--- src/rtl/core/u8u16_pkg.sv ---
package u8u16_pkg;

  localparam int unsigned FIFO_DEPTH = 4;

  localparam logic [2:0] SEQ_LEN2 = 3'd2;
  localparam logic [2:0] SEQ_LEN3 = 3'd3;
  localparam logic [2:0] SEQ_LEN4 = 3'd4;

  localparam logic [20:0] CP_MIN2      = 21'h000080;
  localparam logic [20:0] CP_MIN3      = 21'h000800;
  localparam logic [20:0] CP_MIN4      = 21'h010000;
  localparam logic [20:0] CP_MAX       = 21'h10ffff;
  localparam logic [20:0] CP_SUR_LO    = 21'h00d800;
  localparam logic [20:0] CP_SUR_HI    = 21'h00dfff;
  localparam logic [20:0] CP_SUPP_BASE = 21'h010000;

  localparam logic [5:0] HI_SUR_TAG = 6'b110110;
  localparam logic [5:0] LO_SUR_TAG = 6'b110111;

  typedef struct packed {
    logic [7:0] text_byte;
    logic       final_byte;
  } in_t;

  typedef struct packed {
    logic [15:0] code_unit;
    logic        bad_sequence;
    logic        run_last;
    logic        text_done;
  } out_t;

  // one queue entry: all results caused by one byte
  typedef struct packed {
    logic two;
    out_t r0;
    out_t r1;
  } work_t;

  typedef struct packed {
    logic full;
    logic empty;
  } q_stat_t;

endpackage

--- src/rtl/core/u8u16_front.sv ---
module u8u16_front (
  input  logic              clk,
  input  logic              rst_n,
  input  logic              in_valid,
  output logic              in_ready,
  input  u8u16_pkg::in_t    in_data,
  input  u8u16_pkg::q_stat_t q_stat,
  output logic              push,
  output u8u16_pkg::work_t  push_data
);

  logic [20:0] partial_r, partial_nxt;
  logic [1:0]  pending_r, pending_nxt;
  logic [2:0]  len_r, len_nxt;

  logic            accept;
  logic [1:0]      cnt;
  logic [7:0]      b;
  logic            fin;
  logic            bad;
  logic [20:0]     cp;
  logic [20:0]     sup;
  u8u16_pkg::work_t w;

  function automatic u8u16_pkg::work_t put(input u8u16_pkg::work_t wi, input logic [1:0] n,
                                          input logic [15:0] unit, input logic err);
    u8u16_pkg::work_t wo;
    wo = wi;
    if (n == 2'd0) begin
      wo.r0.code_unit    = unit;
      wo.r0.bad_sequence = err;
    end else begin
      wo.r1.code_unit    = unit;
      wo.r1.bad_sequence = err;
    end
    return wo;
  endfunction

  assign in_ready = !q_stat.full;
  assign accept   = in_valid && in_ready;
  assign b        = in_data.text_byte;
  assign fin      = in_data.final_byte;
  assign cp       = {partial_r[14:0], b[5:0]};
  assign sup      = cp - u8u16_pkg::CP_SUPP_BASE;

  always_comb begin
    partial_nxt = partial_r;
    pending_nxt = pending_r;
    len_nxt     = len_r;
    cnt         = 2'd0;
    bad         = 1'b0;
    w           = '0;
    if (pending_r != 2'd0 && b[7:6] == 2'b10) begin
      partial_nxt = cp;
      pending_nxt = pending_r - 2'd1;
      if (pending_nxt == 2'd0) begin
        if (len_r == u8u16_pkg::SEQ_LEN2 && cp < u8u16_pkg::CP_MIN2) begin
          bad = 1'b1;
        end
        if (len_r == u8u16_pkg::SEQ_LEN3 && (cp < u8u16_pkg::CP_MIN3 ||
            (cp >= u8u16_pkg::CP_SUR_LO && cp <= u8u16_pkg::CP_SUR_HI))) begin
          bad = 1'b1;
        end
        if (len_r == u8u16_pkg::SEQ_LEN4 &&
            (cp < u8u16_pkg::CP_MIN4 || cp > u8u16_pkg::CP_MAX)) begin
          bad = 1'b1;
        end
        partial_nxt = '0;
        len_nxt     = '0;
        if (bad) begin
          w = put(w, cnt, 16'h0000, 1'b1);
          cnt = cnt + 2'd1;
        end else if (cp[20:16] == 5'd0) begin
          w = put(w, cnt, cp[15:0], 1'b0);
          cnt = cnt + 2'd1;
        end else begin
          w = put(w, cnt, {u8u16_pkg::HI_SUR_TAG, sup[19:10]}, 1'b0);
          cnt = cnt + 2'd1;
          w = put(w, cnt, {u8u16_pkg::LO_SUR_TAG, sup[9:0]}, 1'b0);
          cnt = cnt + 2'd1;
        end
      end
    end else begin
      // broken sequence: report, then treat the byte as a lead
      if (pending_r != 2'd0) begin
        w = put(w, cnt, 16'h0000, 1'b1);
        cnt = cnt + 2'd1;
        partial_nxt = '0;
        pending_nxt = '0;
        len_nxt     = '0;
      end
      if (b[7] == 1'b0) begin
        w = put(w, cnt, {8'h00, b}, 1'b0);
        cnt = cnt + 2'd1;
      end else if (b[7:5] == 3'b110) begin
        partial_nxt = {16'h0000, b[4:0]};
        pending_nxt = 2'd1;
        len_nxt     = u8u16_pkg::SEQ_LEN2;
      end else if (b[7:4] == 4'b1110) begin
        partial_nxt = {17'h00000, b[3:0]};
        pending_nxt = 2'd2;
        len_nxt     = u8u16_pkg::SEQ_LEN3;
      end else if (b[7:3] == 5'b11110) begin
        partial_nxt = {18'h00000, b[2:0]};
        pending_nxt = 2'd3;
        len_nxt     = u8u16_pkg::SEQ_LEN4;
      end else begin
        w = put(w, cnt, 16'h0000, 1'b1);
        cnt = cnt + 2'd1;
      end
    end
    if (fin) begin
      // truncated text
      if (pending_nxt != 2'd0) begin
        w = put(w, cnt, 16'h0000, 1'b1);
        cnt = cnt + 2'd1;
      end
      partial_nxt = '0;
      pending_nxt = '0;
      len_nxt     = '0;
    end
    w.two = (cnt == 2'd2);
    if (cnt == 2'd2) begin
      w.r1.run_last  = 1'b1;
      w.r1.text_done = fin;
    end else begin
      w.r0.run_last  = 1'b1;
      w.r0.text_done = fin;
    end
  end

  assign push      = accept && (cnt != 2'd0);
  assign push_data = w;

  always_ff @(posedge clk) begin
    if (!rst_n) begin
      partial_r <= '0;
      pending_r <= '0;
      len_r     <= '0;
    end else if (accept) begin
      partial_r <= partial_nxt;
      pending_r <= pending_nxt;
      len_r     <= len_nxt;
    end
  end

endmodule

--- src/rtl/core/u8u16_fifo.sv ---
module u8u16_fifo #(
  parameter int unsigned Depth = u8u16_pkg::FIFO_DEPTH
) (
  input  logic               clk,
  input  logic               rst_n,
  input  logic               push,
  input  u8u16_pkg::work_t   push_data,
  input  logic               pop,
  output u8u16_pkg::work_t   head,
  output u8u16_pkg::q_stat_t q_stat
);

  localparam int unsigned PtrW = (Depth > 1) ? $clog2(Depth) : 1;
  localparam int unsigned CntW = $clog2(Depth + 1);
  localparam logic [PtrW-1:0] LastIdx = PtrW'(Depth - 1);
  localparam logic [CntW-1:0] Full    = CntW'(Depth);

  u8u16_pkg::work_t mem [Depth];

  logic [PtrW-1:0] wr_r, wr_nxt;
  logic [PtrW-1:0] rd_r, rd_nxt;
  logic [CntW-1:0] cnt_r, cnt_nxt;
  logic            do_push, do_pop;

  assign q_stat.full  = (cnt_r == Full);
  assign q_stat.empty = (cnt_r == '0);
  assign do_push = push && !q_stat.full;
  assign do_pop  = pop && !q_stat.empty;
  assign head    = mem[rd_r];

  always_comb begin
    wr_nxt  = do_push ? ((wr_r == LastIdx) ? '0 : wr_r + 1'b1) : wr_r;
    rd_nxt  = do_pop ? ((rd_r == LastIdx) ? '0 : rd_r + 1'b1) : rd_r;
    cnt_nxt = cnt_r + CntW'(do_push) - CntW'(do_pop);
  end

  always_ff @(posedge clk) begin
    if (do_push) begin
      mem[wr_r] <= push_data;
    end
  end

  always_ff @(posedge clk) begin
    if (!rst_n) begin
      wr_r  <= '0;
      rd_r  <= '0;
      cnt_r <= '0;
    end else begin
      wr_r  <= wr_nxt;
      rd_r  <= rd_nxt;
      cnt_r <= cnt_nxt;
    end
  end

endmodule

--- src/rtl/core/u8u16_back.sv ---
module u8u16_back (
  input  logic               clk,
  input  logic               rst_n,
  input  u8u16_pkg::work_t   head,
  input  u8u16_pkg::q_stat_t q_stat,
  output logic               pop,
  output logic               out_valid,
  input  logic               out_ready,
  output u8u16_pkg::out_t    out_data
);

  logic            sel_r, sel_nxt;
  logic            out_valid_r, out_valid_nxt;
  u8u16_pkg::out_t out_data_r, out_data_nxt;
  logic            take;

  // output register refills whenever it is empty or being drained and the queue holds an entry
  assign take = (!out_valid_r || out_ready) && !q_stat.empty;
  assign pop  = take && (sel_r || !head.two);

  always_comb begin
    sel_nxt       = sel_r;
    out_data_nxt  = out_data_r;
    out_valid_nxt = out_valid_r && !out_ready;
    if (take) begin
      out_valid_nxt = 1'b1;
      out_data_nxt  = sel_r ? head.r1 : head.r0;
      sel_nxt       = !sel_r && head.two;
    end
  end

  always_ff @(posedge clk) begin
    if (!rst_n) begin
      sel_r       <= 1'b0;
      out_valid_r <= 1'b0;
    end else begin
      sel_r       <= sel_nxt;
      out_valid_r <= out_valid_nxt;
    end
  end

  always_ff @(posedge clk) begin
    out_data_r <= out_data_nxt;
  end

  assign out_valid = out_valid_r;
  assign out_data  = out_data_r;

endmodule

--- src/rtl/core/utf8_to_utf16_transcoder_top.sv ---
// utf-8 to utf-16 transcoder
// in channel: one utf-8 byte per transfer (in_data.text_byte), with
// in_data.final_byte marking the last byte of a text
// out channel: utf-16 code units, one per transfer; an error result has
// bad_sequence set and a zero code unit; run_last flags the last result
// caused by a byte, text_done the last result of the final byte
// the decoder is combinational: a byte's results enter the queue at its
// transfer edge and the first one then moves into the output register
// throughput: one byte per cycle in while the queue is not full, one result
// per cycle out while out_ready is high; a byte with two results (surrogate
// pair, or error plus another result) is absorbed by the queue (FifoDepth entries)
// bytes that only open or extend a sequence produce no result
// reset clears the decoder state, the queue and the output register
// if the receiver stalls, the queue fills and in_ready drops once it is full
module utf8_to_utf16_transcoder_top #(
  parameter int unsigned FifoDepth = u8u16_pkg::FIFO_DEPTH
) (
  input  logic            clk,
  input  logic            rst_n,
  input  logic            in_valid,
  output logic            in_ready,
  input  u8u16_pkg::in_t  in_data,
  output logic            out_valid,
  input  logic            out_ready,
  output u8u16_pkg::out_t out_data
);

  u8u16_pkg::work_t   push_data;
  u8u16_pkg::work_t   head;
  u8u16_pkg::q_stat_t q_stat;
  logic               push;
  logic               pop;

  u8u16_front u_front (
    .clk       (clk),
    .rst_n     (rst_n),
    .in_valid  (in_valid),
    .in_ready  (in_ready),
    .in_data   (in_data),
    .q_stat    (q_stat),
    .push      (push),
    .push_data (push_data)
  );

  u8u16_fifo #(
    .Depth (FifoDepth)
  ) u_fifo (
    .clk       (clk),
    .rst_n     (rst_n),
    .push      (push),
    .push_data (push_data),
    .pop       (pop),
    .head      (head),
    .q_stat    (q_stat)
  );

  u8u16_back u_back (
    .clk       (clk),
    .rst_n     (rst_n),
    .head      (head),
    .q_stat    (q_stat),
    .pop       (pop),
    .out_valid (out_valid),
    .out_ready (out_ready),
    .out_data  (out_data)
  );

  // a high surrogate is always followed at once by its low half
  a_sur_pair: assert property (@(posedge clk) disable iff (!rst_n)
    out_valid && out_ready && !out_data.bad_sequence &&
    out_data.code_unit[15:10] == u8u16_pkg::HI_SUR_TAG
    |=> out_valid && !out_data.bad_sequence &&
        out_data.code_unit[15:10] == u8u16_pkg::LO_SUR_TAG)
    else $error("high surrogate not followed by low surrogate");

  // no push is dropped on a full queue
  a_no_overflow: assert property (@(posedge clk) disable iff (!rst_n)
    q_stat.full |-> !push && !in_ready)
    else $error("push into full result queue");

  // a pop always hands the output register a result
  a_pop_loads: assert property (@(posedge clk) disable iff (!rst_n)
    pop |=> out_valid)
    else $error("queue popped without loading output");

endmodule
--- config.mk ---
export PLATFORM = sky130hd
export DESIGN_NAME = utf8_to_utf16_transcoder_top
export DESIGN_NICKNAME = d
export VERILOG_FILES = /design/src/rtl/core/u8u16_pkg.sv /design/src/rtl/core/u8u16_front.sv /design/src/rtl/core/u8u16_fifo.sv /design/src/rtl/core/u8u16_back.sv /design/src/rtl/core/utf8_to_utf16_transcoder_top.sv
export SDC_FILE = /design/constraint.sdc
export NUM_CORES = 1
export LEC_CHECK = 0
export BUFFER_PORTS_ARGS = -buffer_cell sky130_fd_sc_hd__buf_2
export CAP_MARGIN = 20
export CORE_MARGIN = 2
export CORE_UTILIZATION = 65
export DETAILED_ROUTE_END_ITERATION = 7
export PLACE_DENSITY = 0.86
export SLEW_MARGIN = 20
export SYNTH_ARGS = -nofsm -noshare
export SYNTH_HDL_FRONTEND = slang
export SYNTH_SLANG_ARGS = --single-unit
--- constraint.sdc ---
create_clock -name clk -period 16.1 [get_ports clk]
set_input_delay 3.22 -clock clk [delete_from_list [all_inputs] [get_ports clk]]
set_output_delay 3.22 -clock clk [all_outputs]
set_load 0.02 [all_outputs]
==> qor.yml <==
sta:
  tns_ns: 0
  hold_violations: 0
  maxSlewViolCount: 0
  fmax_mhz: 154
  period_share: 0.402
  postLayoutSetupSlackWorst_ns: 9.62
  period_needed_ns: 6.48
  maxSlewHeadroom: 0.316
  rsz0062_at_grt: "no"
  worstMarginPinSlew_ns: 1.02
  skew_ns: 0.00975
  finalSetupViolations: 0
cells_and_area:
  n_fill_cell: 728
  syn_to_final_growth_pct: 11.1
  drive_above_1_share: 0.192
  utilization: 0.736
  diodes: 0
  final_common_cell: "edfxtp_1"
  fin_nets: 619
  layout_common_cells: "edfxtp_1, nand2_1, mux4_2, buf_2, dfxtp_1"
yosys:
  synth_top_family_by_area: "simple AND/OR/NAND/NOR gates"
  synth.area.mux_share: 0.101
  synth-compound-area-share: 0.0751
  synth-simple-area-share: 0.120
  synth_nets: 583
  ys_types: 59
  synth_warnings: 0
  synth-xor-area-share: 0.00444
  synthAdderAreaFrac: 0.0232
  synth_edf_count: 151
  synth-seq-area-share: 0.654
  synth-main-ff-cell: "edfxtp_1"
  avgSynthCellArea_sq_um: 14.2
  async_reset_ff_frac: 0
  netlist_area_sq_um: 7890
  ys_ff_latch: 182
  synth_cells: 556
drt:
  wl_met3_microns: 1110
  wl_microns: 17000
  dr.pass1.iters: 5
  final_antenna_net_count: 0
  met1_length_microns: 6730
  avgRoutedWirePerCell_microns: 22.6
  via_per_inst: 6.55
  dr_wl_met2_microns: 8580
  drc: 0
  vias: 4923
  top_layer: "met4"
  drt_iter0_drc: 353
worst_setup_path:
  path_class: "input port to register"
  crit_required_ns: 16.42
  r2r_cells: 12
  start_kind: "input port"
  critPathArrivalTime_ns: 6.80
  crit_fanout: 10
  setup.worst_path.end_class: "register"
power_and_ir_drop:
  p_per_area_nw_per_um2: 156
  peakVddDrop_uv: 101
  leakage_nw: 3.10
cts:
  root_buffer: "clkbuf_16"
  cts-hold-fix-buffers: 0
  ctsLongestPathBuffers: 2
  tritoncts: "yes"
  cts.htree.levels: 4
  cts_buffers: 17
  postCtsSetupBuffers: 0
  clock_sinks: 182
  worst_skew_pair.late_latency_ns: 0.43
  cts_resized: 0
  clk_pin_slew_ns: 0.06
floorplan:
  die_w_microns: 114
  start_util: 0.662
  rows: 40
  fp.coreArea_sq_um: 11900
  io_pins: 34
  fp.dieArea_sq_um: 13000
  die_h_microns: 114
place:
  finalWeightedCongestion: 0.916
  hpwl_microns: 10900
  post-place-ws_ns: 9.23
  port_buffers: 33
grt:
  grt_max_degree: 34
  grt_pass1_wl_microns: 26300
  antenna_found_initial: 0
  overflow: 0
  grt_pass1_vias: 4869
  grt_use_total: 0.278
run_status:
  outcome: "completed"
hold_path:
  holdPathStages: 2
  hold_class: "register to register"
job:
  max_cap_violations: 0
sequential cells by signal, indices dropped and copies added, names as in the netlist, named ones only:
name	flops
u_fifo.mem	132
u_back.out_data	19
u_front.partial_r	15
u_fifo.cnt_r	3
u_front.len_r	3
u_fifo.rd_r	2
u_fifo.wr_r	2
u_front.pending_r	2
u_back.out_valid	1
u_back.sel_r	1
cells by family (layout without fill, tap and decap cells):
kind of cell / count (synthesis) / count (layout)
AND/OR/NAND/NOR: 189 / 189
flip-flops: 182 / 182
adder cells (fa/ha/maj): 14 / 14
multiplexers: 38 / 38
XOR/XNOR: 4 / 4
buffers and inverters: 47 / 96
AO/OA/AOI/OAI: 82 / 82
synthesized netlist by cell type, drive strengths merged, types with 3 or more instances:
cell type / n / share of area
and2: 16 / 0.013
dfxtp: 31 / 0.079
nor3: 8 / 0.0051
buf: 5 / 0.0033
xor2: 3 / 0.0033
mux4: 33 / 0.094
o21a: 6 / 0.0057
and3: 3 / 0.0024
a21boi: 7 / 0.0067
mux2i: 5 / 0.0063
a21oi: 18 / 0.012
edfxtp: 151 / 0.58
nor2b: 23 / 0.018
inv: 22 / 0.010
a22oi: 15 / 0.014
nor4: 4 / 0.0059
nor2: 17 / 0.0081
ha: 13 / 0.021
clkbuf: 20 / 0.0095
nand3: 11 / 0.0070
nand2: 89 / 0.042
o21ai: 13 / 0.0083
nand4: 7 / 0.0056
layer usage:
layer / vias to the layer above / GRT usage
met5: - / 0
met4: 0 / 0.112
met3: 49 / 0.0603
met2: 235 / 0.461
met1: 2462 / 0.363
li1: 2177 / -
through the flow:
| step | std cells | area [sq um] | hold WS (ns) | power (mW) |
|---|---|---|---|---|
| after floorplan | 556 | 7890 | 0.455 | 0.886 |
| after global placement | 720 | 8210 | 0.461 | 0.966 |
| after detailed placement | 720 | 8210 | 0.485 | 0.990 |
| after CTS | 752 | 8760 | 0.494 | 1.38 |
| after global routing | 752 | 8760 | 0.517 | 1.43 |
| final | 752 | 8760 | 0.491 | 1.37 |
path summary, 6_finish.rpt:
kind / startpoint / to / slack, ns
hold reg to reg: u_front.pending_r[1]$_SDFFE_PN0P_ / u_front.pending_r[1]$_SDFFE_PN0P_ / 0.49
setup reg to reg: u_front.partial_r[7]$_SDFFE_PN0P_ / u_fifo.cnt_r[1]$_SDFF_PN0_ / 12.07
hold / removal: u_front.pending_r[1]$_SDFFE_PN0P_ / u_front.pending_r[1]$_SDFFE_PN0P_ / 0.49
setup / recovery: in_data[4] / u_fifo.cnt_r[1]$_SDFF_PN0_ / 9.62
where the power goes:
| part | switching (mW) | total [mW] | internal, mW |
|---|---|---|---|
| clock | 0.162 | 0.386 | 0.224 |
| sequential | 0.0231 | 0.623 | 0.600 |
| combinational | 0.218 | 0.362 | 0.143 |
cell type report:
cell class / count / area (sq um) / share of cell area
Clock inverter: 13 / 114 / 0.0130
Timing Repair Buffer: 42 / 233 / 0.0266
Sequential cell: 182 / 5160 / 0.588
Tap cell: 147 / 184 / 0.0210
Inverter: 22 / 82.6 / 0.00942
Clock buffer: 19 / 433 / 0.0494
Multi-Input combinational cell: 327 / 2560 / 0.292
critical path: stages:
cell	delay (ns)
buf_2	0.17
nand4_1	0.14
nor4_1	0.47
o21ai_0	0.29
nor4_4	0.56
and2b_1	0.25
ha_1	0.31
nor2_1	0.06
o32a_2	0.48
inv_1	0.08
ha_1	0.17
fa_1	0.42
and2_1	0.17
No activity file was read; power rests on OpenSTA's default activity.
